## config.mk

```make
export PLATFORM = sky130hd
export DESIGN_NAME = tttr_queue
export DESIGN_NICKNAME = d
export VERILOG_FILES = /design/src/hw/rtl/tttr_record_decoder_defines.svh /design/src/hw/rtl/tttr_pkg.sv /design/src/hw/rtl/tttr_queue.sv
export SDC_FILE = /design/constraint.sdc
export NUM_CORES = 1
export LEC_CHECK = 0
export ABC_AREA = 1
export ABC_CLOCK_PERIOD_IN_PS = 10650
export BUFFER_PORTS_ARGS = -buffer_cell sky130_fd_sc_hd__buf_2
export CAP_MARGIN = 20
export CORE_AREA = 4 4 198 200
export DETAILED_ROUTE_END_ITERATION = 7
export DIE_AREA = 0 0 202 204
export GPL_TIMING_DRIVEN = 0
export SYNTH_ARGS = -nofsm -noshare
export SYNTH_HDL_FRONTEND = slang
export SYNTH_SLANG_ARGS = --single-unit
```

## constraint.sdc

```tcl
create_clock -name clk -period 10.65 [get_ports clk]
set_input_delay 2.13 -clock clk [delete_from_list [all_inputs] [get_ports clk]]
set_output_delay 2.13 -clock clk [all_outputs]
set_load 0.03 [all_outputs]
```

## src/hw/rtl/tttr_record_decoder_defines.svh

```systemverilog
// assertion macros shared by the time-tag record decoder
`ifndef TTTR_RECORD_DECODER_DEFINES_SVH
`define TTTR_RECORD_DECODER_DEFINES_SVH

// condition that holds at every clock edge out of reset
`define TTTR_ASSERT_ALWAYS(label, clk, rst_n, cond, msg) \
    label: assert property (@(posedge clk) disable iff (!rst_n) (cond)) \
        else $error(msg);

// same-cycle implication
`define TTTR_ASSERT_IMPLIES(label, clk, rst_n, ante, cons, msg) \
    label: assert property (@(posedge clk) disable iff (!rst_n) (ante) |-> (cons)) \
        else $error(msg);

// next-cycle implication
`define TTTR_ASSERT_NEXT(label, clk, rst_n, ante, cons, msg) \
    label: assert property (@(posedge clk) disable iff (!rst_n) (ante) |=> (cons)) \
        else $error(msg);

`endif

```

## src/hw/rtl/tttr_pkg.sv

```systemverilog
// types and constants of the time-tag record decoder
package tttr_pkg;

    // record layouts
    typedef enum logic [2:0] {
        FMT_PH_T2    = 3'd0,
        FMT_PH_T3    = 3'd1,
        FMT_HH_T2_V1 = 3'd2,
        FMT_HH_T3_V1 = 3'd3,
        FMT_T2_V2    = 3'd4,
        FMT_T3_V2    = 3'd5
    } fmt_t;

    // configuration register indexes
    localparam int CFG_IDX_W = 4;
    localparam logic [CFG_IDX_W-1:0] CFG_RECORD_FORMAT  = 4'd0;
    localparam logic [CFG_IDX_W-1:0] CFG_TICK_RES_PS    = 4'd1;
    localparam logic [CFG_IDX_W-1:0] CFG_DELAY_RES_PS   = 4'd2;
    localparam logic [CFG_IDX_W-1:0] CFG_SYNC_PERIOD_PS = 4'd3;

    // overflow increments
    localparam int AMT_W = 50;
    localparam logic [AMT_W-1:0] WRAP_PH_T2    = 50'd210698240;
    localparam logic [AMT_W-1:0] WRAP_PH_T3    = 50'd65536;
    localparam logic [AMT_W-1:0] WRAP_HH_T2_V1 = 50'd33552000;
    localparam logic [AMT_W-1:0] WRAP_HH_T2_V2 = 50'd33554432;
    localparam logic [AMT_W-1:0] WRAP_HH_T3    = 50'd1024;

    // channel codes
    localparam logic [7:0] MARK_BASE      = 8'd16;
    localparam logic [3:0] PH_CH_SPECIAL  = 4'hF;
    localparam logic [3:0] PH_T2_MAX_CHAN = 4'd4;
    localparam logic [5:0] HH_CH_WRAP     = 6'h3F;
    localparam logic [5:0] HH_MARK_MAX    = 6'd15;

    // queue between front and back
    localparam int QUEUE_DEPTH = 4;
    localparam int QPTR_W      = $clog2(QUEUE_DEPTH);
    localparam int QCNT_W      = $clog2(QUEUE_DEPTH + 1);

    // one decoded event waiting for its time product
    typedef struct packed {
        logic [63:0] base;
        logic [14:0] dtime;
        logic [7:0]  chan;
        logic        is_t3;
    } entry_t;

    // front status
    typedef struct packed {
        logic push;
        logic wrap;
    } front_stat_t;

    // queue status
    typedef struct packed {
        logic              full;
        logic              empty;
        logic [QCNT_W-1:0] count;
    } queue_stat_t;

    // resolutions used by the back
    typedef struct packed {
        logic [15:0] tick_res_ps;
        logic [15:0] delay_res_ps;
        logic [31:0] sync_period_ps;
    } res_cfg_t;

endpackage

```

## src/hw/rtl/tttr_queue.sv

```systemverilog
// short queue of decoded events between front and back
module tttr_queue (
    input  logic                  clk,
    input  logic                  rst_n,
    input  logic                  push,
    input  tttr_pkg::entry_t      wr_entry,
    input  logic                  pop,
    output tttr_pkg::entry_t      rd_entry,
    output tttr_pkg::queue_stat_t stat
);

    tttr_pkg::entry_t                  slots_reg [tttr_pkg::QUEUE_DEPTH];
    logic [tttr_pkg::QPTR_W-1:0]       wr_ptr_reg;
    logic [tttr_pkg::QPTR_W-1:0]       rd_ptr_reg;
    logic [tttr_pkg::QCNT_W-1:0]       count_reg;
    logic                              do_push;
    logic                              do_pop;

    // status
    assign stat.count = count_reg;
    assign stat.full  = (count_reg == tttr_pkg::QCNT_W'(tttr_pkg::QUEUE_DEPTH));
    assign stat.empty = (count_reg == '0);
    assign do_push    = push && !stat.full;
    assign do_pop     = pop && !stat.empty;
    assign rd_entry   = slots_reg[rd_ptr_reg];

    // pointers and fill count
    always_ff @(posedge clk or negedge rst_n)
    begin
        if (!rst_n)
        begin
            wr_ptr_reg <= '0;
            rd_ptr_reg <= '0;
            count_reg  <= '0;
        end
        else
        begin
            if (do_push)
                wr_ptr_reg <= wr_ptr_reg + 1'b1;
            if (do_pop)
                rd_ptr_reg <= rd_ptr_reg + 1'b1;
            if (do_push && !do_pop)
                count_reg <= count_reg + 1'b1;
            else if (do_pop && !do_push)
                count_reg <= count_reg - 1'b1;
        end
    end

    // slot storage
    always_ff @(posedge clk)
    begin
        if (do_push)
            slots_reg[wr_ptr_reg] <= wr_entry;
    end

endmodule

```

==> impl_metrics.env <==
export IMPL_synth_edf_count=352
export IMPL_avgSynthCellArea_um2=13.65
export IMPL_worstPathCellList="buf_4, inv_4, clkbuf_1, o211ai_1, nand2_1, buf_2"
export IMPL_synth_ff_type="edfxtp_1"
export IMPL_diodes=0
export IMPL_min_path_cells=2
export IMPL_drt_initial_drc_count=474
export IMPL_rows=71
export IMPL_die_area_mm2=0.04121
export IMPL_clock_path_buffers=3
export IMPL_reg2reg_depth=6
export IMPL_routedWlPerCell_um=18.54
export IMPL_dr_pass1_iters=7
export IMPL_cts_htree_levels=2
export IMPL_drive_gt1_share_pct=28.94
export IMPL_die_width_um=202
export IMPL_syn_nets=1186
export IMPL_mostFrequentLayoutCells="edfxtp_1, nand2_1, buf_2"
export IMPL_track_usage_pct=16.64
export IMPL_largest_register_ffs=352
export IMPL_start_util_pct=39.72
export IMPL_cpMaxStageDelayCell="clkbuf_1"
export IMPL_cp_arrival_ns=2.29
export IMPL_worstPathRequired_ns=8.52
export IMPL_cap_violations=0
export IMPL_worstPathMaxFanout=10
export IMPL_grt_pass1_vias=8941
export IMPL_startpoint_type="flip-flop"
export IMPL_yosys_register_bits=359
export IMPL_tns_ns=0
export IMPL_synth_xor_area_share_pct=0.05896
export IMPL_hold_buffers=0
export IMPL_pwr_density_cell_mw_per_mm2=306.5
export IMPL_critPathMaxStageDelay_ns=0.49
export IMPL_vdd_drop_max_uv=211.3
export IMPL_hp_class="reg2reg"
export IMPL_async_flop_share_pct=1.950
export IMPL_clock_latency_ns=0.52
export IMPL_antenna_found_initial=2
export IMPL_netlist_area_mm2=0.01485
export IMPL_tightest_slew_ns=0.8999
export IMPL_outcome="finished clean"
export IMPL_cts_buffers=40
export IMPL_grt_pass1_wl_um=53160
export IMPL_finClkSkew_ns=0.01238
export IMPL_period_share_pct=41.52
export IMPL_setup_viol=0
export IMPL_clk_pin_slew_ns=0.06
export IMPL_io_buffer_count=184
export IMPL_root_buffer="clkbuf_16"
export IMPL_cts_resized_gates=0
export IMPL_synth_compound_area_share_pct=12.26
export IMPL_relSlewSlack_pct=39.86
export IMPL_synth_fa_ha_area_share_pct=0.5559
export IMPL_ioPinCount=185
export IMPL_wirelength_um=34520
export IMPL_cts_sinks=359
export IMPL_drc=0
export IMPL_dp_hpwl_um=22460
export IMPL_crit_type="reg2out"
export IMPL_hold_violations=0
export IMPL_final_common_cell="edfxtp_1"
export IMPL_final_cells=1862
export IMPL_grt_max_degree=29
export IMPL_synth_cell_types=19
export IMPL_via_count=8752
export IMPL_synthMuxAreaShare_pct=0
export IMPL_finalWeightedCongestion=0.7488
export IMPL_path_delay_family="buffers and inverters"
export IMPL_ant_nets=0
export IMPL_critPathBufInv=4
export IMPL_overflow=0
export IMPL_static_leakage_power_nw=7.312
export IMPL_cts_tree="built"
export IMPL_num_fill_cells=3265
export IMPL_die_h_um=204
export IMPL_core_area_mm2=0.03740
export IMPL_nets=1426
export IMPL_yosys_warnings=0
export IMPL_final_util_pct=47.99
export IMPL_period_needed_ns=4.421
export IMPL_maxSlewViolCount=0
export IMPL_post_cts_setup_buffer_count=0
export IMPL_crit_cells=6
export IMPL_vias_per_cell=4.700
export IMPL_dp_cells=1797
export IMPL_yosys_area_share_simple_pct=7.505
export IMPL_end_kind="output port"
export IMPL_areaGrowthSynthToFinish_pct=20.84
export IMPL_synthCells=1088
export IMPL_synth_top_family_by_area="compound AO/OA/AOI/OAI gates"
export IMPL_rsz0062_at_grt="no"
export IMPL_max_freq_ghz=0.2262
export IMPL_yosysSeqAreaShare_pct=72.34
[worst paths after layout]
| path | slack, ns | start | to |
|---|---|---|---|
| max | 6.23 | rd_ptr_reg[1] | rd_entry[47] |
| min | 0.53 | count_reg[2] | count_reg[2] |
| max reg2reg | 8.04 | count_reg[0] | slots_reg[0][29] |
| min reg2reg | 0.53 | count_reg[2] | count_reg[2] |
| max in group asynchronous | 9.04 | rst_n | rd_ptr_reg[0] |
| min in group asynchronous | 1.44 | rst_n | wr_ptr_reg[0] |
[metrics by stage]
step / instance area, um2 / setup WS, ns / hold slack (ns) / total power, mW
global route: 17950 / 6.034 / 0.5662 / 5.824
detailed placement: 16760 / 6.466 / 0.5156 / 4.322
global placement: 16410 / 0.6118 / 0.5098 / 4.292
CTS: 17950 / 6.149 / 0.5309 / 5.598
floorplan: 14850 / 4.173 / 0.4841 / 3.521
finish: 17950 / 6.229 / 0.5327 / 5.502
[where the power goes]
group / switching (mW) / total, mW / internal (mW) / leakage [nW]
Clock: 0.513 / 1.26 / 0.747 / 0.578
Combinational: 1.66 / 2.32 / 0.656 / 3.42
Sequential: 0.0692 / 1.92 / 1.86 / 3.31
Total: 2.24 / 5.50 / 3.26 / 7.31
[tightest hold or removal path, delay by kind of cell, from the launching register on]
family | cells | cell delay (ns)
DFF | 1 | 0.39
and+or+nand+nor | 2 | 0.12
[logic make-up after synthesis]
family                   Yosys count
XOR/XNOR                           1
AND/OR/NAND/NOR                  294
buffers and inverters            251
AO/OA/AOI/OAI                    177
adder cells (fa/ha/maj)            6
flip-flops                       359
[layout make-up]
type | count | area (um2) | area share, %
Multi-Input combinational cell | 478 | 3058 | 17.04
Clock inverter | 16 | 131.4 | 0.7319
Timing Repair Buffer | 198 | 1239 | 6.901
Tap cell | 511 | 639.4 | 3.562
Inverter | 193 | 726.9 | 4.050
Sequential cell | 359 | 10750 | 59.86
Buffer | 58 | 354.1 | 1.973
Clock buffer | 49 | 1056 | 5.883
[cells in the mapped netlist, types with 3 or more instances]
cell type  count  area share, %
buf_2         22           0.74
buf_4          3           0.15
buf_6         13           0.99
clkbuf_1      20           0.51
dfrtp_1        7            1.2
edfxtp_1     352             71
ha_1           5           0.42
inv_1        191            4.8
nand2_1      282            7.1
nand3_1        7           0.24
nor2_1         4           0.10
o211ai_1      77            3.9
o211ai_2      99            8.3
[metal layers]
| metal | GRT usage, % | wire length (um) | vias up |
|---|---|---|---|
| met5 | 0 | 29 | - |
| met4 | 4.102 | 661 | 4 |
| met3 | 3.507 | 1893 | 52 |
| met2 | 27.43 | 16440 | 199 |
| met1 | 22.78 | 15500 | 4233 |
| li1 | - | - | 4264 |
Note: power is estimated with default switching activity, not from simulation.
