`src/hw/rtl/tttr_record_decoder_defines.svh`:
```
// assertion macros shared by the time-tag record decoder
`ifndef TTTR_RECORD_DECODER_DEFINES_SVH
`define TTTR_RECORD_DECODER_DEFINES_SVH

// condition that holds at every clock edge out of reset
`define TTTR_ASSERT_ALWAYS(label, clk, rst_n, cond, msg) \
    label: assert property (@(posedge clk) disable iff (!rst_n) (cond)) \
        else $error(msg);

// same-cycle implication
`define TTTR_ASSERT_IMPLIES(label, clk, rst_n, ante, cons, msg) \
    label: assert property (@(posedge clk) disable iff (!rst_n) (ante) |-> (cons)) \
        else $error(msg);

// next-cycle implication
`define TTTR_ASSERT_NEXT(label, clk, rst_n, ante, cons, msg) \
    label: assert property (@(posedge clk) disable iff (!rst_n) (ante) |=> (cons)) \
        else $error(msg);

`endif

```
`src/hw/rtl/tttr_pkg.sv`:
```
// types and constants of the time-tag record decoder
package tttr_pkg;

    // record layouts
    typedef enum logic [2:0] {
        FMT_PH_T2    = 3'd0,
        FMT_PH_T3    = 3'd1,
        FMT_HH_T2_V1 = 3'd2,
        FMT_HH_T3_V1 = 3'd3,
        FMT_T2_V2    = 3'd4,
        FMT_T3_V2    = 3'd5
    } fmt_t;

    // configuration register indexes
    localparam int CFG_IDX_W = 4;
    localparam logic [CFG_IDX_W-1:0] CFG_RECORD_FORMAT  = 4'd0;
    localparam logic [CFG_IDX_W-1:0] CFG_TICK_RES_PS    = 4'd1;
    localparam logic [CFG_IDX_W-1:0] CFG_DELAY_RES_PS   = 4'd2;
    localparam logic [CFG_IDX_W-1:0] CFG_SYNC_PERIOD_PS = 4'd3;

    // overflow increments
    localparam int AMT_W = 50;
    localparam logic [AMT_W-1:0] WRAP_PH_T2    = 50'd210698240;
    localparam logic [AMT_W-1:0] WRAP_PH_T3    = 50'd65536;
    localparam logic [AMT_W-1:0] WRAP_HH_T2_V1 = 50'd33552000;
    localparam logic [AMT_W-1:0] WRAP_HH_T2_V2 = 50'd33554432;
    localparam logic [AMT_W-1:0] WRAP_HH_T3    = 50'd1024;

    // channel codes
    localparam logic [7:0] MARK_BASE      = 8'd16;
    localparam logic [3:0] PH_CH_SPECIAL  = 4'hF;
    localparam logic [3:0] PH_T2_MAX_CHAN = 4'd4;
    localparam logic [5:0] HH_CH_WRAP     = 6'h3F;
    localparam logic [5:0] HH_MARK_MAX    = 6'd15;

    // queue between front and back
    localparam int QUEUE_DEPTH = 4;
    localparam int QPTR_W      = $clog2(QUEUE_DEPTH);
    localparam int QCNT_W      = $clog2(QUEUE_DEPTH + 1);

    // one decoded event waiting for its time product
    typedef struct packed {
        logic [63:0] base;
        logic [14:0] dtime;
        logic [7:0]  chan;
        logic        is_t3;
    } entry_t;

    // front status
    typedef struct packed {
        logic push;
        logic wrap;
    } front_stat_t;

    // queue status
    typedef struct packed {
        logic              full;
        logic              empty;
        logic [QCNT_W-1:0] count;
    } queue_stat_t;

    // resolutions used by the back
    typedef struct packed {
        logic [15:0] tick_res_ps;
        logic [15:0] delay_res_ps;
        logic [31:0] sync_period_ps;
    } res_cfg_t;

endpackage

```
`src/hw/rtl/tttr_back.sv`:
```
// back: multiplies the event counts by the resolutions and holds the result
module tttr_back (
    input  logic                clk,
    input  logic                rst_n,
    input  tttr_pkg::res_cfg_t  res_cfg,
    input  logic                entry_valid,
    input  tttr_pkg::entry_t    entry,
    output logic                pop,
    output logic                res_valid,
    input  logic                res_ready,
    output logic signed [63:0]  res_time,
    output logic [7:0]          res_chan
);

    logic        s1_valid_reg;
    logic [63:0] s1_lo_reg;
    logic [31:0] s1_hi_reg;
    logic [30:0] s1_dt_reg;
    logic [7:0]  s1_chan_reg;
    logic        s2_valid_reg;
    logic [63:0] s2_sum_reg;
    logic [31:0] s2_hi_reg;
    logic [7:0]  s2_chan_reg;
    logic        out_valid_reg;
    logic [63:0] out_time_reg;
    logic [7:0]  out_chan_reg;

    logic [31:0] mult;
    logic [63:0] s1_lo_next;
    logic [31:0] s1_hi_next;
    logic [30:0] s1_dt_next;
    logic [63:0] s2_sum_next;
    logic [63:0] out_time_next;
    logic        out_en;
    logic        s2_en;
    logic        s1_en;

    // stage enables
    assign out_en = !out_valid_reg || res_ready;
    assign s2_en  = !s2_valid_reg || out_en;
    assign s1_en  = !s1_valid_reg || s2_en;
    assign pop    = entry_valid && s1_en;

    // stage 1: partial products of base, low and high halves, and delay product
    assign mult       = entry.is_t3 ? res_cfg.sync_period_ps : {16'b0, res_cfg.tick_res_ps};
    assign s1_lo_next = {32'b0, entry.base[31:0]} * {32'b0, mult};
    assign s1_hi_next = entry.base[63:32] * mult;
    assign s1_dt_next = {16'b0, entry.dtime} * {15'b0, res_cfg.delay_res_ps};

    // stage 2: low product plus delay product
    assign s2_sum_next = s1_lo_reg + {33'b0, s1_dt_reg};

    // output: fold in the high partial product
    assign out_time_next = {s2_sum_reg[63:32] + s2_hi_reg, s2_sum_reg[31:0]};

    // valid bits
    always_ff @(posedge clk or negedge rst_n)
    begin
        if (!rst_n)
        begin
            s1_valid_reg  <= 1'b0;
            s2_valid_reg  <= 1'b0;
            out_valid_reg <= 1'b0;
        end
        else
        begin
            if (s1_en)
                s1_valid_reg <= entry_valid;
            if (s2_en)
                s2_valid_reg <= s1_valid_reg;
            if (out_en)
                out_valid_reg <= s2_valid_reg;
        end
    end

    // payload
    always_ff @(posedge clk)
    begin
        if (s1_en)
        begin
            s1_lo_reg   <= s1_lo_next;
            s1_hi_reg   <= s1_hi_next;
            s1_dt_reg   <= s1_dt_next;
            s1_chan_reg <= entry.chan;
        end
        if (s2_en)
        begin
            s2_sum_reg  <= s2_sum_next;
            s2_hi_reg   <= s1_hi_reg;
            s2_chan_reg <= s1_chan_reg;
        end
        if (out_en)
        begin
            out_time_reg <= out_time_next;
            out_chan_reg <= s2_chan_reg;
        end
    end

    assign res_valid = out_valid_reg;
    assign res_time  = $signed(out_time_reg);
    assign res_chan  = out_chan_reg;

endmodule

```
`config.mk`:
```
export PLATFORM = sky130hd
export DESIGN_NAME = tttr_back
export DESIGN_NICKNAME = d
export VERILOG_FILES = /design/src/hw/rtl/tttr_record_decoder_defines.svh /design/src/hw/rtl/tttr_pkg.sv /design/src/hw/rtl/tttr_back.sv
export SDC_FILE = /design/constraint.sdc
export NUM_CORES = 2
export LEC_CHECK = 0
export ABC_AREA = 1
export BUFFER_PORTS_ARGS = -buffer_cell sky130_fd_sc_hd__buf_2
export CAP_MARGIN = 20
export CELL_PAD_IN_SITES_DETAIL_PLACEMENT = 1
export CELL_PAD_IN_SITES_GLOBAL_PLACEMENT = 1
export CORE_ASPECT_RATIO = 1.5
export CORE_MARGIN = 3
export CORE_UTILIZATION = 30
export CTS_CLUSTER_SIZE = 25
export DETAILED_ROUTE_END_ITERATION = 8
export GPL_TIMING_DRIVEN = 0
export PLACE_DENSITY_LB_ADDON = 0.12
export SLEW_MARGIN = 20
export SYNTH_ARGS = -nofsm -noshare
export SYNTH_HDL_FRONTEND = slang
export SYNTH_SLANG_ARGS = --single-unit
export TNS_END_PERCENT = 50
```
`constraint.sdc`:
```
create_clock -name clk -period 7.9 [get_ports clk]
set_input_delay 0.79 -clock clk [delete_from_list [all_inputs] [get_ports clk]]
set_output_delay 0.79 -clock clk [all_outputs]
set_load 0.005 [all_outputs]
```
==> impl_metrics.csv <==
group,metric,value,unit
drt,via_per_inst,4.89,
grt,antenna_found_initial,25,
critical_path,crit_buf_inv,10,
job,drv_cap,0,
clocking,clkTransAtPathRegs,0.08,ns
critical_path,reg2reg_from,"s1_lo_reg[0]$_DFFE_PN_",
floorplanning,dieHeight,599,um
final_layout,nets,10700,
yosys,async_flop_share,0.955,%
clocking,cts_tree,"built",
yosys,netlist_instances,8208,
critical_path,path_class,"in -> reg",
sta,slew_viol_final,0,
floorplanning,rows,217,
sta,hold_viol,0,
sta,fin_hold_ws,0.332,ns
floorplanning,coreArea,0.233,mm2
drt,totalWireLength,335000,um
placement,dp.cells,11500,
yosys,ys.flop_type,"edfxtp_1",
sta,fmax,0.126,GHz
grt,grt-ovfl-total,0,
yosys,ys_ff_latch,314,
final_layout,syn_to_final_growth,14.4,%
floorplanning,initial_utilization,30.2,%
clocking,htree_levels,1,
final_layout,regArea,0.00941,mm2
placement,placed_area,0.0754,mm2
grt,grt_usage,27.8,%
hold_path,min_from,"entry[5]",
final_layout,final_cell_mix,"inv_1, nand2_1, fa_1, nor2_1, ha_1",
sta,min_period_over_period,101,%
sta,worst_slack,-0.0648,ns
clocking,cts_root_buf,"clkbuf_16",
floorplanning,ioPinCount,230,
final_layout,multiInputGateArea,0.0537,mm2
critical_path,crit_path_end_kind,"flop",
clocking,clock_path_buffers,3,
status,outcome,"finished with violations",
yosys,synthDistinctLibCells,50,
grt,grt_pass1_vias,64700,
critical_path,crit_start,"entry[0]",
placement,place.gp.congestion,0.981,
critical_path,arrival,8.32,ns
floorplanning,die_area,0.240,mm2
final_layout,post-route-cell-area,0.0805,mm2
final_layout,layout-drive-gt1-share,10.3,%
yosys,ys_seq_area_share,13.4,%
sta,fin_crit,7.96,ns
clocking,clock-sinks,314,
critical_path,cp_max_fo,10,
grt,grt_max_degree,73,
critical_path,slowest_delay,0.68,ns
final_layout,nFillCells,27300,
drt,vias,56800,
status,violations,"negative setup slack",
sta,relSlewSlack,25.5,%
drt,dr.pass1.iters,6,
sta,setup-tns-final,-0.126,ns
grt,grt_pass1_wl,471000,um
critical_path,crit_required,8.25,ns
drt,ant_nets,0,
floorplanning,die_x,401,um
sta,setup_violations,6,
critical_path,crit_family,"adder cells",
critical_path,critPathLaunchType,"input pin",
sta,worstMarginPinSlew,1.11,ns
yosys,synth_edf_count,311,
final_layout,layout_commonest_cell,"inv_1",
drt,wl_per_cell,28.8,um
sta,skew,0.0426,ns
final_layout,stdcell_count,11600,
drt,drt_iter0_markers,2823,
yosys,synth_fp_nets,10400,
sta,rsz0062_at_grt,"yes",
yosys,syn-cell-area,0.0704,mm2
placement,detailed_place_hpwl,291000,um
hold_path,worst_hold_path_type,"in -> reg",
placement,portBuffers,188,
critical_path,cp_slowest_cell,"fa_2",
yosys,ys_warn_count,0,
yosys,postSynthAreaPerCell,8.57,um2
drt,drc,0,
clocking,clock_latency,0.65,ns
critical_path,worst-r2r-setup-slack,3.96,ns
clocking,cts_made_buffers,30,
[worst reg2reg max path, stage by stage (launching register included)]
cell      delay [ns]
edfxtp_1        0.54
ha_1            0.25
inv_1           0.06
fa_1            0.39
nand3b_1        0.18
nand2_1         0.11
a21oi_1         0.12
inv_1           0.09
a21oi_1         0.11
o21ai_0         0.87
nand3_1         0.15
nand2_1         0.20
nand3_1         0.09
nand2_1         0.18
xor2_1          0.36
[synth_stat cells (all sizes together), types with 4 or more instances]
cell | n | area [um2]
o21a | 6 | 45.0
nand3b | 7 | 52.6
o31ai | 5 | 42.5
o211ai | 8 | 60.1
nand3 | 124 | 621
a21o | 34 | 255
a31oi | 38 | 238
o21bai | 18 | 135
fa | 1486 | 29700
inv | 2031 | 7620
a21oi | 206 | 1030
a21boi | 6 | 45.1
edfxtp | 311 | 9340
xnor2 | 60 | 526
nand4 | 22 | 138
o21ai | 120 | 604
clkbuf | 283 | 1060
nor2 | 978 | 3670
ha | 543 | 6790
nor4 | 25 | 156
nand2 | 1610 | 6050
nor3 | 36 | 180
xor2 | 157 | 1380
clkinv | 27 | 101
buf | 36 | 154
and3 | 4 | 25.0
or2 | 5 | 31.3
[final timing paths]
path | to | cells after the start
max | s1_lo_reg[58]$_DFFE_PN_ | 30
min | s1_chan_reg[4]$_DFFE_PN_ | 1
max reg2reg | s2_sum_reg[58]$_DFFE_PP_ | 14
min reg2reg | res_time[15]$_DFFE_PP_ | 0
max in group asynchronous | s2_valid_reg$_DFFE_PN0P_ | 2
min in group asynchronous | res_valid$_DFFE_PN0P_ | 2
[layer usage]
layer	global-route usage, %	routed length (um)	vias to the layer above
li1	-	-	24700
met1	28.8	116000	29900
met2	52.5	175000	1481
met3	2.66	12700	680
met4	19.4	30500	16
met5	0	112	-
[timing repair]
item / CTS / global route
hold buffers: 1 / 0
setup buffers: 55 / 28
pin swaps: 69 / 48
gates resized for setup: 733 / 194
endpoints found under the setup margin: 73 / 42
hold endpoints to repair: 3 / 0
cloned: 0 / 4
[final cells by class]
cell class,instances,share of cell area [%]
Timing Repair Buffer,285,2.35
Inverter,2058,9.82
Clock inverter,26,0.448
Sequential cell,314,11.7
Clock buffer,30,0.932
Multi-Input combinational cell,5517,66.7
Antenna cell,14,0.0435
Buffer,313,3.20
Tap cell,3066,4.76
[cells by family after synthesis]
kind of cell             Yosys count  share of synthesized area, %
AND/OR/NAND/NOR                 2814                          15.6
XOR/XNOR                         217                          2.70
buffers and inverters           2377                          12.7
flip-flops                       314                          13.4
AO/OA/AOI/OAI                    457                          3.70
adder cells (fa/ha/maj)         2029                          51.9
[through the flow]
step                      util [%]  setup slack, ns
after floorplan                  -            0.173
after global placement        32.2            -3.70
final                         34.5          -0.0648
after detailed placement      32.3            -3.70
after CTS                     34.2          -0.0847
after global routing          34.5           -0.119
Power is not shown: default switching activity piles up to over one toggle a cycle in this logic, so the estimate is an artifact.
