--- src/hw/rtl/tttr_record_decoder_defines.svh ---
// assertion macros shared by the time-tag record decoder
`ifndef TTTR_RECORD_DECODER_DEFINES_SVH
`define TTTR_RECORD_DECODER_DEFINES_SVH

// condition that holds at every clock edge out of reset
`define TTTR_ASSERT_ALWAYS(label, clk, rst_n, cond, msg) \
    label: assert property (@(posedge clk) disable iff (!rst_n) (cond)) \
        else $error(msg);

// same-cycle implication
`define TTTR_ASSERT_IMPLIES(label, clk, rst_n, ante, cons, msg) \
    label: assert property (@(posedge clk) disable iff (!rst_n) (ante) |-> (cons)) \
        else $error(msg);

// next-cycle implication
`define TTTR_ASSERT_NEXT(label, clk, rst_n, ante, cons, msg) \
    label: assert property (@(posedge clk) disable iff (!rst_n) (ante) |=> (cons)) \
        else $error(msg);

`endif

--- src/hw/rtl/tttr_pkg.sv ---
// types and constants of the time-tag record decoder
package tttr_pkg;

    // record layouts
    typedef enum logic [2:0] {
        FMT_PH_T2    = 3'd0,
        FMT_PH_T3    = 3'd1,
        FMT_HH_T2_V1 = 3'd2,
        FMT_HH_T3_V1 = 3'd3,
        FMT_T2_V2    = 3'd4,
        FMT_T3_V2    = 3'd5
    } fmt_t;

    // configuration register indexes
    localparam int CFG_IDX_W = 4;
    localparam logic [CFG_IDX_W-1:0] CFG_RECORD_FORMAT  = 4'd0;
    localparam logic [CFG_IDX_W-1:0] CFG_TICK_RES_PS    = 4'd1;
    localparam logic [CFG_IDX_W-1:0] CFG_DELAY_RES_PS   = 4'd2;
    localparam logic [CFG_IDX_W-1:0] CFG_SYNC_PERIOD_PS = 4'd3;

    // overflow increments
    localparam int AMT_W = 50;
    localparam logic [AMT_W-1:0] WRAP_PH_T2    = 50'd210698240;
    localparam logic [AMT_W-1:0] WRAP_PH_T3    = 50'd65536;
    localparam logic [AMT_W-1:0] WRAP_HH_T2_V1 = 50'd33552000;
    localparam logic [AMT_W-1:0] WRAP_HH_T2_V2 = 50'd33554432;
    localparam logic [AMT_W-1:0] WRAP_HH_T3    = 50'd1024;

    // channel codes
    localparam logic [7:0] MARK_BASE      = 8'd16;
    localparam logic [3:0] PH_CH_SPECIAL  = 4'hF;
    localparam logic [3:0] PH_T2_MAX_CHAN = 4'd4;
    localparam logic [5:0] HH_CH_WRAP     = 6'h3F;
    localparam logic [5:0] HH_MARK_MAX    = 6'd15;

    // queue between front and back
    localparam int QUEUE_DEPTH = 4;
    localparam int QPTR_W      = $clog2(QUEUE_DEPTH);
    localparam int QCNT_W      = $clog2(QUEUE_DEPTH + 1);

    // one decoded event waiting for its time product
    typedef struct packed {
        logic [63:0] base;
        logic [14:0] dtime;
        logic [7:0]  chan;
        logic        is_t3;
    } entry_t;

    // front status
    typedef struct packed {
        logic push;
        logic wrap;
    } front_stat_t;

    // queue status
    typedef struct packed {
        logic              full;
        logic              empty;
        logic [QCNT_W-1:0] count;
    } queue_stat_t;

    // resolutions used by the back
    typedef struct packed {
        logic [15:0] tick_res_ps;
        logic [15:0] delay_res_ps;
        logic [31:0] sync_period_ps;
    } res_cfg_t;

endpackage

--- src/hw/rtl/tttr_front.sv ---
// front: accepts records, decodes the layout and tracks the overflow offset
module tttr_front #(
    parameter int OFFSET_WIDTH = 64
) (
    input  logic                 clk,
    input  logic                 rst_n,
    input  logic [2:0]           fmt,
    input  logic                 rec_valid,
    input  logic [31:0]          rec_word,
    input  tttr_pkg::queue_stat_t q_stat,
    output logic                 rec_ready,
    output tttr_pkg::entry_t     entry,
    output tttr_pkg::front_stat_t stat
);

    logic [OFFSET_WIDTH-1:0]    offset_reg;
    logic                       accept;
    logic                       emit;
    logic                       wrap;
    logic [27:0]                count;
    logic [14:0]                dtime;
    logic [7:0]                 chan;
    logic                       is_t3;
    logic [tttr_pkg::AMT_W-1:0] amount;
    logic [3:0]                 ph_ch;
    logic [5:0]                 hh_ch;
    logic                       hh_special;
    logic [24:0]                hh_tag;
    logic [9:0]                 hh_ns;
    logic                       v1;

    // field slices
    assign ph_ch      = rec_word[31:28];
    assign hh_ch      = rec_word[30:25];
    assign hh_special = rec_word[31];
    assign hh_tag     = rec_word[24:0];
    assign hh_ns      = rec_word[9:0];
    assign v1         = (fmt == tttr_pkg::FMT_HH_T2_V1) || (fmt == tttr_pkg::FMT_HH_T3_V1);

    // record classification
    always_comb
    begin
        emit   = 1'b0;
        wrap   = 1'b0;
        count  = '0;
        dtime  = '0;
        chan   = '0;
        is_t3  = 1'b0;
        amount = '0;
        unique case (fmt)
            tttr_pkg::FMT_PH_T2:
            begin
                count = rec_word[27:0];
                priority if (ph_ch == tttr_pkg::PH_CH_SPECIAL)
                begin
                    if (rec_word[3:0] == 4'd0)
                    begin
                        wrap   = 1'b1;
                        amount = tttr_pkg::WRAP_PH_T2;
                    end
                    else
                    begin
                        emit = 1'b1;
                        chan = tttr_pkg::MARK_BASE + {4'b0, rec_word[3:0]};
                    end
                end
                else if (ph_ch <= tttr_pkg::PH_T2_MAX_CHAN)
                begin
                    emit = 1'b1;
                    chan = {4'b0, ph_ch};
                end
                else
                begin
                    emit = 1'b0;
                end
            end
            tttr_pkg::FMT_PH_T3:
            begin
                is_t3 = 1'b1;
                count = {12'b0, rec_word[15:0]};
                if (ph_ch == tttr_pkg::PH_CH_SPECIAL)
                begin
                    if (rec_word[27:16] == 12'd0)
                    begin
                        wrap   = 1'b1;
                        amount = tttr_pkg::WRAP_PH_T3;
                    end
                    else
                    begin
                        emit = 1'b1;
                        chan = tttr_pkg::MARK_BASE + rec_word[23:16];
                    end
                end
                else
                begin
                    emit  = 1'b1;
                    dtime = {3'b0, rec_word[27:16]};
                    chan  = {4'b0, ph_ch};
                end
            end
            tttr_pkg::FMT_HH_T2_V1, tttr_pkg::FMT_T2_V2:
            begin
                count = {3'b0, hh_tag};
                if (hh_special)
                begin
                    priority if (hh_ch == tttr_pkg::HH_CH_WRAP)
                    begin
                        wrap = 1'b1;
                        priority if (v1)
                            amount = tttr_pkg::WRAP_HH_T2_V1;
                        else if (hh_tag == 25'd0)
                            amount = tttr_pkg::WRAP_HH_T2_V2;
                        else
                            amount = {hh_tag, 25'b0};
                    end
                    else if (hh_ch == 6'd0)
                    begin
                        emit = 1'b1;
                        chan = 8'd0;
                    end
                    else if (hh_ch <= tttr_pkg::HH_MARK_MAX)
                    begin
                        emit = 1'b1;
                        chan = tttr_pkg::MARK_BASE + {2'b0, hh_ch};
                    end
                    else
                    begin
                        emit = 1'b0;
                    end
                end
                else
                begin
                    emit = 1'b1;
                    chan = {2'b0, hh_ch} + 8'd1;
                end
            end
            tttr_pkg::FMT_HH_T3_V1, tttr_pkg::FMT_T3_V2:
            begin
                is_t3 = 1'b1;
                count = {18'b0, hh_ns};
                if (hh_special)
                begin
                    priority if (hh_ch == tttr_pkg::HH_CH_WRAP)
                    begin
                        wrap = 1'b1;
                        if (v1 || (hh_ns == 10'd0))
                            amount = tttr_pkg::WRAP_HH_T3;
                        else
                            amount = tttr_pkg::AMT_W'({hh_ns, 10'b0});
                    end
                    else if ((hh_ch != 6'd0) && (hh_ch <= tttr_pkg::HH_MARK_MAX))
                    begin
                        emit = 1'b1;
                        chan = tttr_pkg::MARK_BASE + {2'b0, hh_ch};
                    end
                    else
                    begin
                        emit = 1'b0;
                    end
                end
                else
                begin
                    emit  = 1'b1;
                    dtime = rec_word[24:10];
                    chan  = {2'b0, hh_ch};
                end
            end
            default:
            begin
                emit = 1'b0;
            end
        endcase
    end

    // handshake and queue write
    assign rec_ready   = !q_stat.full;
    assign accept      = rec_valid && rec_ready;
    assign stat.push   = accept && emit;
    assign stat.wrap   = accept && wrap;
    assign entry.base  = 64'(offset_reg) + 64'(count);
    assign entry.dtime = dtime;
    assign entry.chan  = chan;
    assign entry.is_t3 = is_t3;

    // overflow offset
    always_ff @(posedge clk or negedge rst_n)
    begin
        if (!rst_n)
            offset_reg <= '0;
        else if (stat.wrap)
            offset_reg <= offset_reg + OFFSET_WIDTH'(amount);
    end

endmodule

--- config.mk ---
export PLATFORM = sky130hd
export DESIGN_NAME = tttr_front
export DESIGN_NICKNAME = d
export VERILOG_FILES = /design/src/hw/rtl/tttr_record_decoder_defines.svh /design/src/hw/rtl/tttr_pkg.sv /design/src/hw/rtl/tttr_front.sv
export SDC_FILE = /design/constraint.sdc
export NUM_CORES = 1
export LEC_CHECK = 0
export ABC_AREA = 1
export ABC_CLOCK_PERIOD_IN_PS = 8200
export BUFFER_PORTS_ARGS = -buffer_cell sky130_fd_sc_hd__buf_2
export CAP_MARGIN = 25
export CORE_MARGIN = 5
export CORE_UTILIZATION = 32
export CTS_CLUSTER_DIAMETER = 80
export DETAILED_ROUTE_END_ITERATION = 16
export GPL_TIMING_DRIVEN = 0
export PLACE_DENSITY = 0.46
export SLEW_MARGIN = 0
export SYNTH_ARGS = -nofsm -noshare
export SYNTH_HDL_FRONTEND = slang
export SYNTH_SLANG_ARGS = --single-unit
export TNS_END_PERCENT = 10
--- constraint.sdc ---
create_clock -name clk -period 8.2 [get_ports clk]
set_clock_uncertainty 0.15 [all_clocks]
set_input_delay 0.82 -clock clk [delete_from_list [all_inputs] [get_ports clk]]
set_output_delay 0.82 -clock clk [all_outputs]
set_load 0.01 [all_outputs]
==> results.md <==
- Worst endpoint data arrival time: 4.16 ns
- Total die area: 35,700 sq um
- Reg2reg start: offset_reg[26]
- CTS clk-pin slew, worst paths: ~0.08 ns
- Max incr delay on CP: ~0.37 ns
- Flop2flop setup slack: roughly 5.3 ns
- CTS tree: built
- Via Count: between 10,000 and 15,000
- Layout area overhead: 14.4%
- Worst slew pin tran: between 0.7 and 0.8 ns
- CP required: between 7 and 8 ns
- Largest net degree at the start of global routing: 58
- H-tree depth: 3
- Std cell rows: 65
- Worst Path Max Fanout: 8
- CTS Hold Bufs: 0
- Post-route clock period utilization: 0.626
- Final GP Congestion: around 1.0
- Ports: approximately 130
- Clock Power Share: 0.489
- Commonest cells after routing, fill and taps aside: nand2_1 (667), inv_1 (322), nor2_1 (194)
- Post-synth net total: around 2,000
- CTS Buffer Depth: 2
- TritonCTS Sinks: 57
- Root buf cell: clkbuf_16
- Synth Cell Area: just over 10,000 sq um
- First-pass GRT wire length: about 71,000 microns
- Critical path endpoint category: output port
- Starting density of the core: 0.324
- Share of cells above drive strength 1: 0.102
- Seq pwr share: 0.338
- Sw Ratio: 0.328
- Crit-path cells: buf_2 -> inv_1 -> a21oi_4 -> inv_1 -> nor3_2 -> nor2_1 -> ha_1 -> a21oi_1 -> o21ai_0 -> o21bai_1 -> nand2_1 -> nand3_1 -> nand2_1 -> xor2_1 -> buf_2
- Worst R2R End: offset_reg[59]
- P per Cell Area: between 70 and 80 nW/um^2
- DR DRC count: 0
- Detailed Routing Iterations Pass 1: 5
- Ys Warns: 0
- Slew HR: 0.492
- CP startpoint kind: input port
- Vias in the first global route: between 10,000 and 15,000
- Final Hold Fails: 0
- Avg WL per Cell: 19.7 microns
- Pins Over Slew Limit: 0
- Max cap viols: 0
- Number of synthesized register bits: 57
- VDD IR-drop max: roughly 85 uV
- Tightest Hold Check Type: input port to async pin
- Commonest non-fill, non-tap cell in the layout: nand2_1
- NetSw: 0.000277 W
- Net count, final: between 2,000 and 2,500
- Post-CTS Setup Repair Bufs: 0
- Post-synthesis sequential area ratio: 0.139
- Vias per inst: approximately 5.2
- Post-detail-place hpwl: 41,300 microns
- Design area: roughly 12,000 sq um
- Syn Area/Cell: around 5.4 sq um
- Slowest stage cell on the critical path: a21oi_4
- DRT Wirelength: between 40,000 and 50,000 microns
- Clock latency on the worst-skew pair: between 0.3 and 0.4 ns
- Critical path class: input port to output port
- RSZ-0062 raised after global routing: no
- 1st-iter DRT viols: about 1,000
- Fmax: 195 MHz
- Setup TNS: 0 ns
- Status: finished clean
- Combinational share of power: 0.173
- Post-CTS resize count: 0
- Initial antenna violation count: 0
- Dpl cell area: around 11,000 sq um
- Cells after Synth: between 1,500 and 2,000
- PortBufs: about 130
- Power Internal: ~0.00057 W
- Overall routing resource usage: 0.262
- Reg2reg path depth: 9
- Post-DRT Antenna Nets: 0
- Core area: 31,600 sq um
- Netlist cell types: 50
- LEAKAGE: roughly 6.7 nW
- Minimum clock period: a little over 5 ns
- # diodes: 0
- Die Height: approximately 190 microns
- CTS buffer count: 9
- Die X: between 150 and 200 microns
- GRT Residual Overflow: 0
- Largest register FFs: 57
- # setup viols final: 0
## synthesized netlist by cell type, drive strengths merged
cell     number  area (sq um)
o21a          2          15.0
o311ai        1          8.76
o211ai        4          30.0
clkbuf       10          41.3
nand2       672          2540
ha           71           888
nand3       140           733
dfrtp        57          1430
a32oi         1          8.76
nand3b       17           128
o22ai        12          75.1
buf          13           118
nor4          8          56.3
or2           5          31.3
nor3         52           298
xor2         36           315
o21bai        7          52.6
and3          1          6.26
a21oi        87           450
a41oi         1          8.76
nand2b        1          6.26
or3           1          6.26
a31oi         3          18.8
nor2        201           792
xnor2        23           201
o2111ai       3          26.3
clkinv        1          5.00
fa            1          20.0
nor4b         1          8.76
inv         333          1250
o21ai        90           465
nand4        32           200
## metal layers
metal	track usage	vias up	wire length (microns)
li1	-	6262	-
met1	0.376	5819	22500
met2	0.416	410	20700
met3	0.0361	52	3480
met4	0.0675	0	1220
met5	0	-	0
## worst max-delay path, delay by kind of cell
kind	cells	cell delay, ns
buffers and inverters	4	0.66
AND/OR/NAND/NOR	5	1.04
XOR/XNOR	1	0.17
AO/OA/AOI/OAI	4	1.12
adder cells (fa/ha/maj)	1	0.35
## power groups by stage
| stage | combinational (W) | sequential (W) | clock [W] |
|---|---|---|---|
| after floorplan | 0.0000761 | 0.000289 | 0 |
| after global placement | 0.000144 | 0.000291 | 0 |
| after detailed placement | 0.000145 | 0.000291 | 0 |
| after CTS | 0.000146 | 0.000285 | 0.000421 |
| after global routing | 0.000159 | 0.000285 | 0.000428 |
| final | 0.000146 | 0.000285 | 0.000413 |
## worst max-delay path by stage
stage	start	endpoint	slack, ns	cells past startpoint
4_1_cts	fmt[0]	entry[85]	3.12	15
3_5_place_dp	rec_word[25]	offset_reg[59]	3.00	22
5_1_grt	fmt[0]	entry[85]	2.79	15
6_report	fmt[0]	entry[85]	3.07	15
2_1_floorplan	fmt[2]	entry[55]	4.21	16
3_3_place_gp	rec_word[25]	offset_reg[59]	2.98	22
## through the flow
step	hold WS [ns]	setup slack, ns	total power [W]	utilization	cells
finish	0.335	3.07	0.000844	0.371	2434
global route	0.356	2.79	0.000873	0.371	2434
global placement	0.338	2.98	0.000434	0.361	2417
floorplan	0.312	4.21	0.000365	-	1887
CTS	0.337	3.12	0.000852	0.371	2434
detailed placement	0.339	3.00	0.000435	0.362	2418
## area by class of cell
type | count | area [sq um]
Fill cell | 3664 | 19800
Multi-Input combinational cell | 1473 | 7390
Sequential cell | 57 | 1430
Inverter | 334 | 1260
Timing Repair Buffer | 129 | 671
Tap cell | 402 | 503
Clock buffer | 9 | 225
Buffer | 23 | 159
Clock inverter | 7 | 78.8
## logic make-up (layout without fill, tap and decap cells)
kind of cell / after synthesis / in the layout / share of synthesized area
simple gates: 1131 / 1131 / 0.470
buf+inv: 357 / 502 / 0.139
compound gates: 211 / 211 / 0.113
fa+ha+maj: 72 / 72 / 0.0887
xor+xnor: 59 / 59 / 0.0505
flops: 57 / 57 / 0.139
Note: power is estimated with default switching activity, not from simulation.
